$ cat config.mk
export PLATFORM = sky130hd
export DESIGN_NAME = led_blink_pulse_controller
export DESIGN_NICKNAME = d
export VERILOG_FILES = /design/src/design/led_pkg.sv /design/src/design/led_blink_pulse_controller.sv
export SDC_FILE = /design/constraint.sdc
export NUM_CORES = 1
export LEC_CHECK = 0
export BUFFER_PORTS_ARGS = -buffer_cell sky130_fd_sc_hd__buf_2
export CORE_MARGIN = 4
export CORE_UTILIZATION = 66
export CTS_BUF_LIST = sky130_fd_sc_hd__clkbuf_2 sky130_fd_sc_hd__clkbuf_4 sky130_fd_sc_hd__clkbuf_8
export CTS_CLUSTER_SIZE = 24
export DETAILED_ROUTE_END_ITERATION = 12
export HOLD_SLACK_MARGIN = 0.12
export PLACE_DENSITY = 0.88
export RECOVER_POWER = 50
export SYNTH_ARGS = -nofsm -noshare
export SYNTH_HDL_FRONTEND = slang
export SYNTH_SLANG_ARGS = --single-unit
$ cat constraint.sdc
create_clock -name clock -period 9.8 [get_ports clock]
set_input_delay 1.47 -clock clock [delete_from_list [all_inputs] [get_ports clock]]
set_output_delay 1.47 -clock clock [all_outputs]
set_load 0.05 [all_outputs]
$ cat src/design/led_pkg.sv
// Package for the LED blink and pulse controller: item codes, register
// indexes, field widths and register limits. No dependencies.
package led_pkg;

   // Field widths.
   localparam int unsigned ModeW    = 3;
   localparam int unsigned ElapsedW = 16;
   localparam int unsigned PeriodW  = 16;
   localparam int unsigned TotalW   = 10;
   localparam int unsigned AccW     = 17;
   localparam int unsigned CsrAddrW = 2;
   localparam int unsigned CsrDataW = 16;
   localparam int unsigned RspDataW = 8;

   // Item kinds carried in req_tuser.
   typedef enum logic [ModeW-1:0] {
      MODE_TICK  = 3'd0,
      MODE_ON    = 3'd1,
      MODE_OFF   = 3'd2,
      MODE_BLINK = 3'd3,
      MODE_PULSE = 3'd4
   } mode_type;

   // Register indexes on the csr port.
   typedef enum logic [CsrAddrW-1:0] {
      REG_BLINK_PERIOD = 2'd0,
      REG_PULSE_TOTAL  = 2'd1,
      REG_ACTIVE_LOW   = 2'd2
   } reg_index_type;

   // Register reset values and accepted ranges.
   localparam logic [PeriodW-1:0] PERIOD_RESET = 16'd500;
   localparam logic [PeriodW-1:0] PERIOD_MIN   = 16'd200;
   localparam logic [PeriodW-1:0] PERIOD_LIMIT = 16'd60000;
   localparam logic [TotalW-1:0]  TOTAL_RESET  = 10'd5;
   localparam logic [TotalW-1:0]  TOTAL_LIMIT  = 10'd1000;

endpackage

$ cat src/design/led_blink_pulse_controller.sv
// LED blink and pulse controller, top level.
// Uses led_pkg for codes, widths and register limits.
//
// Use: each item on the req_ channel is a tick (req_tuser = tick, req_tdata =
// elapsed milliseconds) or a command (steady on, steady off, start blink,
// start pulse). Every item yields exactly one item on the rsp_ channel that
// reports the LED state after it: led_lit, pin_level, blinking, pulsing.
// Blink period, pulse count and pin polarity are set through the csr_ port;
// the user must write them only while the block is idle, as the block does
// not enforce this itself. Out-of-range values are dropped. The result is
// registered: the update runs between the input register and the result
// register. Throughput is one item per cycle while the receiver does not
// stall; the accumulator, the flash counter and the mode flags are updated
// together for each item.
// When the receiver stalls, the result register holds and the input register
// still takes one more item; after that req_tready falls until rsp_tready
// returns. Reset clears both valid flags and the LED and mode state, and
// loads the register defaults (500 ms period, 5 flashes, active-high pin).
module led_blink_pulse_controller (
   input  logic        clock,
   input  logic        reset,
   // Input items.
   input  logic        req_tvalid,
   output logic        req_tready,
   input  logic [15:0] req_tdata,   // [15:0] elapsed
   input  logic [2:0]  req_tuser,   // [2:0] mode
   // Result items.
   output logic        rsp_tvalid,
   input  logic        rsp_tready,
   output logic [7:0]  rsp_tdata,   // [0] led_lit, [1] pin_level, [2] blinking,
                                    // [3] pulsing, [7:4] zero
   // Configuration writes.
   input  logic        csr_we,
   input  logic [1:0]  csr_addr,
   input  logic [15:0] csr_wdata
);

   // Configuration registers.
   logic [led_pkg::PeriodW-1:0] period_ff;
   logic [led_pkg::TotalW-1:0]  total_ff;
   logic                        active_low_ff;

   // Input register.
   logic                         s1_valid_ff, s1_valid_in;
   logic [led_pkg::ModeW-1:0]    s1_mode_ff;
   logic [led_pkg::ElapsedW-1:0] s1_elapsed_ff;

   // LED state.
   logic                      lit_ff, lit_in;
   logic                      blink_ff, blink_in;
   logic                      pulse_ff, pulse_in;
   logic [led_pkg::AccW-1:0]  acc_ff, acc_in;
   logic [led_pkg::TotalW-1:0] flashes_ff, flashes_in;

   // Result register.
   logic                         rsp_valid_ff, rsp_valid_in;
   logic [led_pkg::RspDataW-1:0] rsp_data_ff, rsp_data_in;

   logic                     advance;
   logic                     req_take;
   logic                     do_step;
   logic [led_pkg::AccW-1:0] acc_sum;
   logic                     expired;
   logic [led_pkg::TotalW-1:0] csr_total;

   assign advance    = !rsp_valid_ff || rsp_tready;
   assign req_tready = !s1_valid_ff || advance;
   assign req_take   = req_tvalid && req_tready;
   assign do_step    = s1_valid_ff && advance;

   assign s1_valid_in  = req_take || (s1_valid_ff && !advance);
   assign rsp_valid_in = do_step || (rsp_valid_ff && !rsp_tready);

   // The accumulator never exceeds the period before a tick, so 17 bits hold the sum.
   assign acc_sum = acc_ff + {1'b0, s1_elapsed_ff};
   assign expired = acc_sum > {1'b0, period_ff};

   assign csr_total = csr_wdata[led_pkg::TotalW-1:0];

   always_comb begin
      lit_in     = lit_ff;
      blink_in   = blink_ff;
      pulse_in   = pulse_ff;
      acc_in     = acc_ff;
      flashes_in = flashes_ff;
      case (s1_mode_ff)
         led_pkg::MODE_TICK: begin
            if (pulse_ff) begin
               acc_in = acc_sum;
               if (expired) begin
                  acc_in = '0;
                  if (flashes_ff < total_ff) begin
                     if (lit_ff) begin
                        lit_in = 1'b0;
                     end else begin
                        lit_in     = 1'b1;
                        flashes_in = flashes_ff + 1'b1;
                     end
                  end else begin
                     // Last flash done: the sequence ends with the LED off.
                     flashes_in = '0;
                     lit_in     = 1'b0;
                     blink_in   = 1'b0;
                     pulse_in   = 1'b0;
                  end
               end
            end else if (blink_ff) begin
               acc_in = acc_sum;
               if (expired) begin
                  acc_in = '0;
                  lit_in = !lit_ff;
               end
            end
         end
         led_pkg::MODE_ON: begin
            lit_in   = 1'b1;
            blink_in = 1'b0;
            pulse_in = 1'b0;
         end
         led_pkg::MODE_OFF: begin
            lit_in   = 1'b0;
            blink_in = 1'b0;
            pulse_in = 1'b0;
         end
         led_pkg::MODE_BLINK: begin
            if (!blink_ff) begin
               blink_in = 1'b1;
               pulse_in = 1'b0;
               acc_in   = '0;
               lit_in   = 1'b0;
            end
         end
         led_pkg::MODE_PULSE: begin
            if (!pulse_ff) begin
               flashes_in = '0;
               pulse_in   = 1'b1;
               blink_in   = 1'b0;
               acc_in     = '0;
               lit_in     = 1'b0;
            end
         end
         default: begin
         end
      endcase
      rsp_data_in = {4'b0000, pulse_in, blink_in, lit_in ^ active_low_ff, lit_in};
   end

   always_ff @(posedge clock) begin
      if (reset) begin
         period_ff     <= led_pkg::PERIOD_RESET;
         total_ff      <= led_pkg::TOTAL_RESET;
         active_low_ff <= 1'b0;
         s1_valid_ff   <= 1'b0;
         rsp_valid_ff  <= 1'b0;
         lit_ff        <= 1'b0;
         blink_ff      <= 1'b0;
         pulse_ff      <= 1'b0;
         acc_ff        <= '0;
         flashes_ff    <= '0;
      end else begin
         s1_valid_ff  <= s1_valid_in;
         rsp_valid_ff <= rsp_valid_in;
         if (do_step) begin
            lit_ff     <= lit_in;
            blink_ff   <= blink_in;
            pulse_ff   <= pulse_in;
            acc_ff     <= acc_in;
            flashes_ff <= flashes_in;
         end
         if (csr_we) begin
            case (csr_addr)
               led_pkg::REG_BLINK_PERIOD: begin
                  if (csr_wdata >= led_pkg::PERIOD_MIN && csr_wdata < led_pkg::PERIOD_LIMIT) begin
                     period_ff <= csr_wdata;
                  end
               end
               led_pkg::REG_PULSE_TOTAL: begin
                  if (csr_total != '0 && csr_total < led_pkg::TOTAL_LIMIT) begin
                     total_ff <= csr_total;
                  end
               end
               led_pkg::REG_ACTIVE_LOW: begin
                  active_low_ff <= csr_wdata[0];
               end
               default: begin
               end
            endcase
         end
      end
   end

   // Payload registers carry no reset.
   always_ff @(posedge clock) begin
      if (req_take) begin
         s1_mode_ff    <= req_tuser;
         s1_elapsed_ff <= req_tdata;
      end
      if (do_step) begin
         rsp_data_ff <= rsp_data_in;
      end
   end

   assign rsp_tvalid = rsp_valid_ff;
   assign rsp_tdata  = rsp_data_ff;

endmodule

==> results.py, run 1 <==
metrics = {
    "die": {
        "die_x_microns": 94.08,
        "die_h_microns": 94.08,
        "initial_core_util_pct": 67.78,
        "core_area_sq_um": 7214,
        "row_count": 31,
        "ios": 52,
        "dieArea_sq_um": 8850,
    },
    "worst_setup_path": {
        "r2r-start": "s1_elapsed_ff[0]",
        "worstSetupEndpointType": "flip-flop",
        "cp_data_required_time_ns": 10.06,
        "start_kind": "flip-flop",
        "cp-endpoint": "acc_ff[1]",
        "ff2ff_setup_slack_ns": 4.84,
        "path_class": "reg -> reg",
        "r2r_cells": 18,
        "worstReg2RegEnd": "acc_ff[1]",
        "critical_path_arrival_ns": 5.23,
        "crit_fanout": 16,
        "startpoint": "s1_elapsed_ff[0]",
    },
    "synth": {
        "avgSynthCellArea_sq_um": 9.191,
        "synthFlopType": "dfxtp_1",
        "syn_area_sq_um": 4890,
        "synth_edf_count": 23,
        "synth_seq_cells": 82,
        "yosysSeqAreaShare_pct": 38.28,
        "ys_warn_count": 0,
        "yosysMostFrequentCell": "dfxtp_1",
        "synth_common_cells": "dfxtp_1, nor2_1, ha_1",
        "netlist_instances": 532,
        "yosysTopAreaCellShare_pct": 24.16,
        "async_reset_ff_share_pct": 0,
        "yosys.area.top_type": "dfxtp_1",
        "synth.distinct_cells": 63,
        "yosys-top-cells-area": "dfxtp_1, edfxtp_1, ha_1, mux2i_1, nor2_1",
    },
    "sta": {
        "worst_pin_slew_ns": 2.460,
        "final.setup_skew_ns": 0.01012,
        "rsz0062_at_grt": "no",
        "fmax_mhz": 201.5,
        "period_needed_ns": 4.963,
        "worst_slack_ns": 4.837,
        "period_share_pct": 50.64,
        "tns_ns": 0,
        "setup_viol": 0,
        "hold_viol": 0,
        "maxSlewViolCount": 53,
        "maxSlewHeadroom_pct": -64.01,
    },
    "global_routing": {
        "grt.overflow.total": 0,
        "grt_pass1_wl_microns": 17690,
        "track_usage_pct": 25.14,
        "antenna_found_initial": 0,
        "grt_max_degree": 53,
        "grt_pass1_vias": 3939,
    },
    "routing": {
        "finalWirelength_microns": 10500,
        "wl_per_cell_microns": 15.54,
        "drt_pass1_iterations": 5,
        "drcViolationCount": 0,
        "num_vias": 4043,
        "drt_iter0_drc": 242,
        "ant_nets": 0,
        "vias_per_cell": 5.981,
    },
    "power": {
        "power_mw": 0.7219,
        "max-vdd-ir-drop_mv": 0.09668,
        "p_leak_nw": 2.254,
        "powerDensity_nw_per_um2": 135.2,
    },
    "cells_and_area": {
        "nets": 657,
        "layout-drive-gt1-share_pct": 16.12,
        "fillers": 536,
        "areaGrowthSynthToFinish_pct": 9.212,
        "diodes": 0,
    },
    "run_status": {
        "failed_checks": "capacitance limit, slew limit",
        "outcome": "complete, but fails checks",
    },
    "hold_path": {
        "min_from": "flashes_ff[9]",
        "min_path_cells": 1,
        "hold_path_class": "reg -> reg",
    },
    "placement": {
        "hpwl_microns": 7895,
        "pre_cts_ws_ns": 5.003,
        "place_congestion": 0.9486,
        "portBuffers": 47,
    },
    "clock_network": {
        "cts.sinks": 82,
        "postCtsSetupBuffers": 0,
        "clk_path_buf_depth": 2,
        "cts_buffers": 9,
        "cts_resized": 0,
        "clk_pin_slew_worst_paths_ns": 0.08,
        "cts-root-buf": "clkbuf_8",
        "cts_tree": "done",
        "htree_levels": 3,
        "clkLatencyLatePin_ns": 0.36,
        "cts_hold_buffers": 0,
    },
    "job": {
        "drv_cap": 1,
    },
}
[layout make-up]
class                   instances  area (sq um)  area share (%)
inverters                      42         157.7           2.952
multi-input cells             389          2746           51.43
clock buffers                  11         145.1           2.718
flip-flops and latches         82          1872           35.05
clock inverters                 5         60.06           1.125
well taps                      99         123.9           2.320
repair buffers                 48         235.2           4.405
[placed cells by master, fill, tap and decap left out, drive strengths merged, types with 4 or more instances in the layout]
cell type / Yosys / final
and2: 5 / 5
a211oi: 8 / 8
o211ai: 7 / 7
nand4: 4 / 4
edfxtp: 23 / 23
and3: 7 / 7
dfxtp: 59 / 59
nand2: 32 / 32
o311ai: 4 / 4
xnor2: 11 / 11
nand2b: 16 / 16
o21ai: 39 / 39
nand3: 11 / 11
clkbuf: 11 / 17
a211o: 4 / 4
conb: 1 / 4
mux2i: 20 / 20
nor2: 61 / 61
a21oi: 24 / 24
nor2b: 7 / 7
a31oi: 4 / 4
o21a: 8 / 8
inv: 41 / 44
nor4: 6 / 6
buf: 10 / 42
a22oi: 18 / 18
nor3: 10 / 10
ha: 42 / 42
[sequential cells by signal, summed over array words and instances (netlist names)]
| register | count |
|---|---|
| period_ff | 16 |
| lit_ff | 1 |
| pulse_ff | 1 |
| rsp_tvalid | 1 |
| s1_mode_ff | 3 |
| total_ff | 10 |
| flashes_ff | 10 |
| active_low_ff | 1 |
| s1_valid_ff | 1 |
| s1_elapsed_ff | 16 |
| rsp_tdata | 4 |
| blink_ff | 1 |
| acc_ff | 17 |
[worst max-delay path: stages, from the launching register on]
cell and delay [ns]:
edfxtp_1 0.39, ha_1 0.23, inv_1 0.07, fa_1 0.20
nor2b_1 0.07, o31a_2 0.32, o21ai_0 0.35, o21a_1 0.24
o21ai_0 0.11, xnor2_1 0.19, ha_1 0.30, nand4_1 0.12
or3_1 0.39, o21ai_0 0.19, a31o_2 0.17, o21ai_2 0.09
nor4_4 1.06, a22oi_1 0.19, nor2_1 0.17
[metrics by stage]
| step | area (sq um) | hold WS, ns | cells | util [%] |
|---|---|---|---|---|
| CTS | 5348 | 0.5004 | 676 | 74.12 |
| finish | 5340 | 0.5017 | 676 | 74.02 |
| floorplan | 4901 | 0.4378 | 535 | - |
| global route | 5340 | 0.5286 | 676 | 74.02 |
| detailed placement | 5142 | 0.4822 | 660 | 71.28 |
| global placement | 5142 | 0.4704 | 660 | 71.28 |
[cells by family (layout without fill, tap and decap cells)]
group,Yosys count,count (layout),share of synthesized area (%)
AO/OA/AOI/OAI,142,142,20.60
XOR/XNOR,12,12,2.149
adder cells (fa/ha/maj),43,43,11.16
buffers and inverters,64,106,5.937
flip-flops,82,82,38.28
multiplexers,20,20,4.094
other,1,4,0.07669
AND/OR/NAND/NOR,168,168,17.71
[report_power, final]
part | switching [mW] | leakage (nW) | internal [mW]
clock network | 0.127 | 0.108 | 0.129
logic | 0.0614 | 1.44 | 0.0359
registers | 0.00744 | 0.702 | 0.360
total | 0.196 | 2.25 | 0.526
[worst min-delay path by stage]
stage / endpoint
after floorplan: flashes_ff[9]
after global placement: flashes_ff[9]
after detailed placement: flashes_ff[9]
after CTS: flashes_ff[9]
after global routing: flashes_ff[9]
final: flashes_ff[9]
[routing by layer]
layer  vias up  part of all wire, %  GRT usage [%]
li1       1995                    -              -
met1      1908                   45          32.40
met2       121                   48          41.99
met3        19                  5.0          4.247
met4         0                  1.8          9.747
met5         -                    0              0
Note: power is estimated with default switching activity, not from simulation.
==> inputs of run 2 (changes only) <==
CORE_UTILIZATION = 61   (was 66)
PLACE_DENSITY = 0.82   (was 0.88)
clock period = 5 ns   (was 9.8 ns; I/O delays follow)
==> run 2 against run 1 <==
  * The run still ends with capacitance limit, slew limit left
  * Critical path depth up 1
  * Clock skew up 0.0013 ns
  * First-iteration DRC count up 6.2%
  * Cell count up 0.59%
  * Maximum frequency up 16%
  * Sequential cell count unchanged
  * Utilization down 5.1 points
  * Clock-buffer cell count unchanged
  * Non-clock buffer count up 1
  * Global-route usage down 2.1 points
  * Via count down 0.32%
  * Critical endpoint unchanged
  * Largest power group unchanged
==> results.py, run 2 (synthesis results as in run 1) <==
metrics = {
    "routing": {
        "ant_nets": 0,
        "drcViolationCount": 0,
        "drt_iter0_drc": 257,
        "wl_per_cell_microns": 15.44,
        "vias_per_cell": 5.926,
        "num_vias": 4030,
        "finalWirelength_microns": 10500,
        "drt_pass1_iterations": 6,
    },
    "worst_setup_path": {
        "crit_fanout": 16,
        "worstSetupEndpointType": "flip-flop",
        "critical_path_arrival_ns": 4.54,
        "start_kind": "flip-flop",
        "cp_data_required_time_ns": 5.27,
        "path_class": "reg -> reg",
    },
    "die": {
        "ios": 52,
        "core_area_sq_um": 7767,
        "initial_core_util_pct": 62.95,
        "die_x_microns": 97.53,
        "dieArea_sq_um": 9512,
        "die_h_microns": 97.53,
        "row_count": 32,
    },
    "cells_and_area": {
        "layout-drive-gt1-share_pct": 16.09,
        "largest_reg_flops": 17,
        "ff_latch_area_sq_um": 1872,
        "areaGrowthSynthToFinish_pct": 9.442,
        "final_util_pct": 68.90,
        "regMostFlops": "acc_ff",
        "multi_input_area_sq_um": 2746,
        "top_regs": "acc_ff (17), period_ff (16), s1_elapsed_ff (16)",
        "diodes": 0,
        "mostFrequentLayoutCells": "dfxtp_1, nor2_1, ha_1, inv_1, buf_2",
        "fillers": 620,
        "nets": 658,
        "layout_commonest_cell": "dfxtp_1",
    },
    "job": {
        "drv_cap": 1,
    },
    "sta": {
        "setup_viol": 0,
        "hold_viol": 0,
        "maxSlewHeadroom_pct": -67.99,
        "period_needed_ns": 4.278,
        "period_share_pct": 85.56,
        "maxSlewViolCount": 53,
        "tns_ns": 0,
        "hold_ws_ns": 0.5047,
        "final.setup_skew_ns": 0.01145,
        "fmax_mhz": 233.8,
        "worst_pin_slew_ns": 2.520,
        "rsz0062_at_grt": "no",
        "worst_slack_ns": 0.7221,
    },
    "clock_network": {
        "cts.sinks": 82,
        "htree_levels": 3,
        "cts_tree": "done",
        "clk_path_buf_depth": 2,
        "cts_hold_buffers": 0,
        "clk_pin_slew_worst_paths_ns": 0.08,
        "cts_buffers": 9,
        "postCtsSetupBuffers": 0,
        "cts_resized": 0,
        "clkLatencyLatePin_ns": 0.36,
        "cts-root-buf": "clkbuf_8",
    },
    "global_routing": {
        "grt.overflow.total": 0,
        "grt_pass1_wl_microns": 18030,
        "grt_max_degree": 53,
        "track_usage_pct": 23.01,
        "antenna_found_initial": 0,
        "grt_pass1_vias": 3900,
    },
    "placement": {
        "portBuffers": 47,
        "hpwl_microns": 7883,
        "place_congestion": 0.8976,
        "pre_cts_ws_ns": 0.7841,
    },
    "power": {
        "powerDensity_nw_per_um2": 263.3,
        "max-vdd-ir-drop_mv": 0.1516,
        "p_leak_nw": 2.253,
    },
    "run_status": {
        "outcome": "complete, but fails checks",
        "failed_checks": "capacitance limit, slew limit",
    },
    "hold_path": {
        "hold_path_class": "reg -> reg",
    },
}
==> run 2: metrics by stage <==
stage / instances / area (sq um) / power [mW]
after global routing: 680 / 5351 / 1.469
after detailed placement: 664 / 5154 / 0.9259
after floorplan: 535 / 4901 / 0.8722
after global placement: 664 / 5154 / 0.9178
after CTS: 680 / 5360 / 1.420
final: 680 / 5351 / 1.409
==> run 2: final cells by class <==
type / count / area share [%]
clock buffer: 11 / 2.712
multi-input combinational: 389 / 51.32
sequential: 82 / 34.98
inverter: 42 / 2.946
tap: 102 / 2.385
timing repair buffer: 49 / 4.513
clock inverter: 5 / 1.146
==> run 2: power by group <==
group / leakage (nW) / internal, mW / switching, mW / total (mW)
sequential: 0.702 / 0.706 / 0.0153 / 0.722
combinational: 1.45 / 0.0705 / 0.121 / 0.191
clock: 0.104 / 0.254 / 0.242 / 0.496
==> run 2: metal layers <==
metal  vias to the layer above  share of wire [%]  global-route usage (%)
li1                       1994                  -                       -
met1                      1899                 45                   29.92
met2                       118                 47                   38.06
met3                        19                6.0                   4.953
met4                         0                1.8                   7.561
met5                         -                  0                       0
==> run 2: critical path: stages, from the launching register on <==
cell and delay [ns]:
edfxtp_1 0.38, ha_1 0.22, inv_1 0.07, fa_1 0.21
nor2b_1 0.07, o31a_2 0.32, o21ai_0 0.28, o21a_1 0.24
o21ai_0 0.12, xnor2_1 0.20, ha_1 0.32, nand4_1 0.13
or3_1 0.40, o21ai_0 0.17, a31o_2 0.16, o21ai_2 0.09
nor4_4 0.27, buf_4 0.31, a22oi_1 0.11, nor2_1 0.13
==> run 2: worst paths after layout <==
path | from | to | slack, ns | cells past startpoint
max reg2reg | s1_elapsed_ff[0] | acc_ff[1] | 0.72 | 19
min | flashes_ff[9] | flashes_ff[9] | 0.50 | 1
min reg2reg | flashes_ff[9] | flashes_ff[9] | 0.50 | 1
max | s1_elapsed_ff[0] | acc_ff[1] | 0.72 | 19
==> inputs of run 3 (changes only) <==
PLACE_DENSITY = 0.89   (was 0.82)
==> run 3 against run 2 <==
  * Non-clock buffer count did not move
  * Highest routed layer unchanged
  * First-iteration DRC count fell by 35%
  * Largest cell class unchanged
  * Utilization fell by 0.27 points
  * The flow still finishes with violations (capacitance limit, slew limit)
  * Via count fell by 0.12%
  * Critical path depth did not move
  * Critical path type unchanged
  * Cell count did not move
  * Clock skew rose by 0.0046 ns
==> results.py, run 3 (synthesis results as in run 1) <==
metrics = {
    "worst_setup_path": {
        "cpMaxStageDelayCell": "edfxtp_1",
        "critical_path_arrival_ns": 4.58,
        "start_kind": "flip-flop",
        "crit_fanout": 16,
        "slowest_delay_ns": 0.38,
        "cpMostUsedCell": "o21ai_0",
        "worstPathCellList": "ha_1 -> inv_1 -> fa_1 -> nor2b_1 -> o31a_2 -> o21ai_0 -> o21a_1 -> o21ai_0 -> xnor2_1 -> ha_1 -> nand4_1 -> or3_1 -> o21ai_0 -> a31o_2 -> o21ai_2 -> nor4_4 -> buf_4 -> a22oi_1 -> nor2_1",
        "worstReg2RegEnd": "acc_ff[1]",
        "r2r-start": "s1_elapsed_ff[0]",
        "worstSetupEndpointType": "flip-flop",
        "ff2ff_setup_slack_ns": 0.69,
        "cp_data_required_time_ns": 5.27,
        "path_class": "reg -> reg",
        "r2r_cells": 19,
    },
    "clock_network": {
        "clkLatencyLatePin_ns": 0.37,
        "cts_buffers": 9,
        "clk_path_buf_depth": 2,
        "cts_hold_buffers": 0,
        "cts.sinks": 82,
        "cts_tree": "done",
        "cts_resized": 0,
        "htree_levels": 3,
        "cts-root-buf": "clkbuf_8",
        "postCtsSetupBuffers": 0,
        "clk_pin_slew_worst_paths_ns": 0.09,
    },
    "cells_and_area": {
        "fillers": 595,
        "mostFrequentLayoutCells": "dfxtp_1, nor2_1, ha_1, inv_1, buf_2",
        "largest_reg_flops": 17,
        "layout_commonest_cell": "dfxtp_1",
        "layout-drive-gt1-share_pct": 16.26,
        "ff_latch_area_sq_um": 1872,
        "diodes": 0,
        "final_util_pct": 68.62,
        "multi_input_area_sq_um": 2746,
        "areaGrowthSynthToFinish_pct": 9.007,
        "nets": 658,
        "fin_cells": 680,
        "regMostFlops": "acc_ff",
        "top_regs": "acc_ff (17), period_ff (16), s1_elapsed_ff (16)",
    },
    "placement": {
        "hpwl_microns": 8033,
        "portBuffers": 47,
        "place_congestion": 0.9389,
        "place_inst": 664,
    },
    "routing": {
        "drt_pass1_iterations": 5,
        "drt_iter0_drc": 166,
        "ant_nets": 0,
        "vias_per_cell": 5.919,
        "drcViolationCount": 0,
        "finalWirelength_microns": 10590,
        "wl_per_cell_microns": 15.58,
        "num_vias": 4025,
    },
    "sta": {
        "hold_viol": 0,
        "hold_ws_ns": 0.5067,
        "maxSlewViolCount": 53,
        "maxSlewHeadroom_pct": -66.78,
        "fmax_mhz": 232.1,
        "worst_pin_slew_ns": 2.502,
        "period_share_pct": 86.17,
        "rsz0062_at_grt": "no",
        "final.setup_skew_ns": 0.01606,
        "tns_ns": 0,
        "setup_viol": 0,
        "period_needed_ns": 4.309,
    },
    "global_routing": {
        "grt_max_degree": 53,
        "grt.overflow.total": 0,
        "antenna_found_initial": 0,
        "track_usage_pct": 22.78,
        "grt_pass1_wl_microns": 17930,
        "grt_pass1_vias": 3960,
    },
    "die": {
        "row_count": 32,
        "dieArea_sq_um": 9512,
        "initial_core_util_pct": 62.95,
        "ios": 52,
        "die_x_microns": 97.53,
        "die_h_microns": 97.53,
        "core_area_sq_um": 7767,
    },
    "hold_path": {
        "min_to": "period_ff[15]",
        "hold_path_class": "reg -> reg",
        "min_from": "period_ff[15]",
        "min_path_cells": 2,
    },
    "power": {
        "p_leak_nw": 2.241,
        "powerDensity_nw_per_um2": 256.6,
        "power_mw": 1.368,
        "max-vdd-ir-drop_mv": 0.2188,
    },
    "run_status": {
        "failed_checks": "capacitance limit, slew limit",
        "outcome": "complete, but fails checks",
    },
    "job": {
        "drv_cap": 1,
    },
}
## run 3: worst max-delay path by stage
stage	slack [ns]	startpoint	to
2_1_floorplan	1.15	s1_elapsed_ff[0]	acc_ff[13]
3_3_place_gp	0.94	s1_elapsed_ff[0]	rsp_tdata[1]
3_5_place_dp	0.79	s1_elapsed_ff[0]	acc_ff[0]
4_1_cts	0.71	s1_elapsed_ff[0]	acc_ff[1]
5_1_grt	0.46	s1_elapsed_ff[1]	flashes_ff[3]
6_report	0.69	s1_elapsed_ff[0]	acc_ff[1]
## run 3: layout make-up
cell class | instances | area share [%]
clock buffer | 9 | 2.324
clock inverter | 7 | 1.127
inverter | 42 | 2.958
multi-input combinational | 389 | 51.53
sequential | 82 | 35.12
tap | 102 | 2.394
timing repair buffer | 49 | 4.554
## run 3: where the power goes
part / internal [mW] / switching [mW] / total [mW]
Sequential: 0.706 / 0.0147 / 0.721
Clock: 0.189 / 0.265 / 0.454
Combinational: 0.0710 / 0.122 / 0.193
Total: 0.967 / 0.401 / 1.37
## run 3: routing by layer
metal | up-vias | GRT usage [%] | share of wire [%]
li1 | 1995 | - | -
met5 | - | 0 | 0
met2 | 119 | 38.80 | 50
met3 | 15 | 5.169 | 5.2
met1 | 1896 | 28.21 | 43
met4 | 0 | 8.094 | 1.8
## run 3: through the flow
stage / setup WS [ns] / cell area, sq um
after floorplan: 1.149 / 4901
after global placement: 0.9364 / 5154
after detailed placement: 0.7905 / 5154
after CTS: 0.7130 / 5338
after global routing: 0.4637 / 5330
final: 0.6914 / 5330
## run 3: critical path: cells and delay by family (launching register included)
family                   cells  cell delay [ns]
AO/OA/AOI/OAI                8             1.56
buffers and inverters        2             0.37
adder cells (fa/ha/maj)      3             0.75
XOR/XNOR                     1             0.20
AND/OR/NAND/NOR              5             0.96
flip-flops                   1             0.38
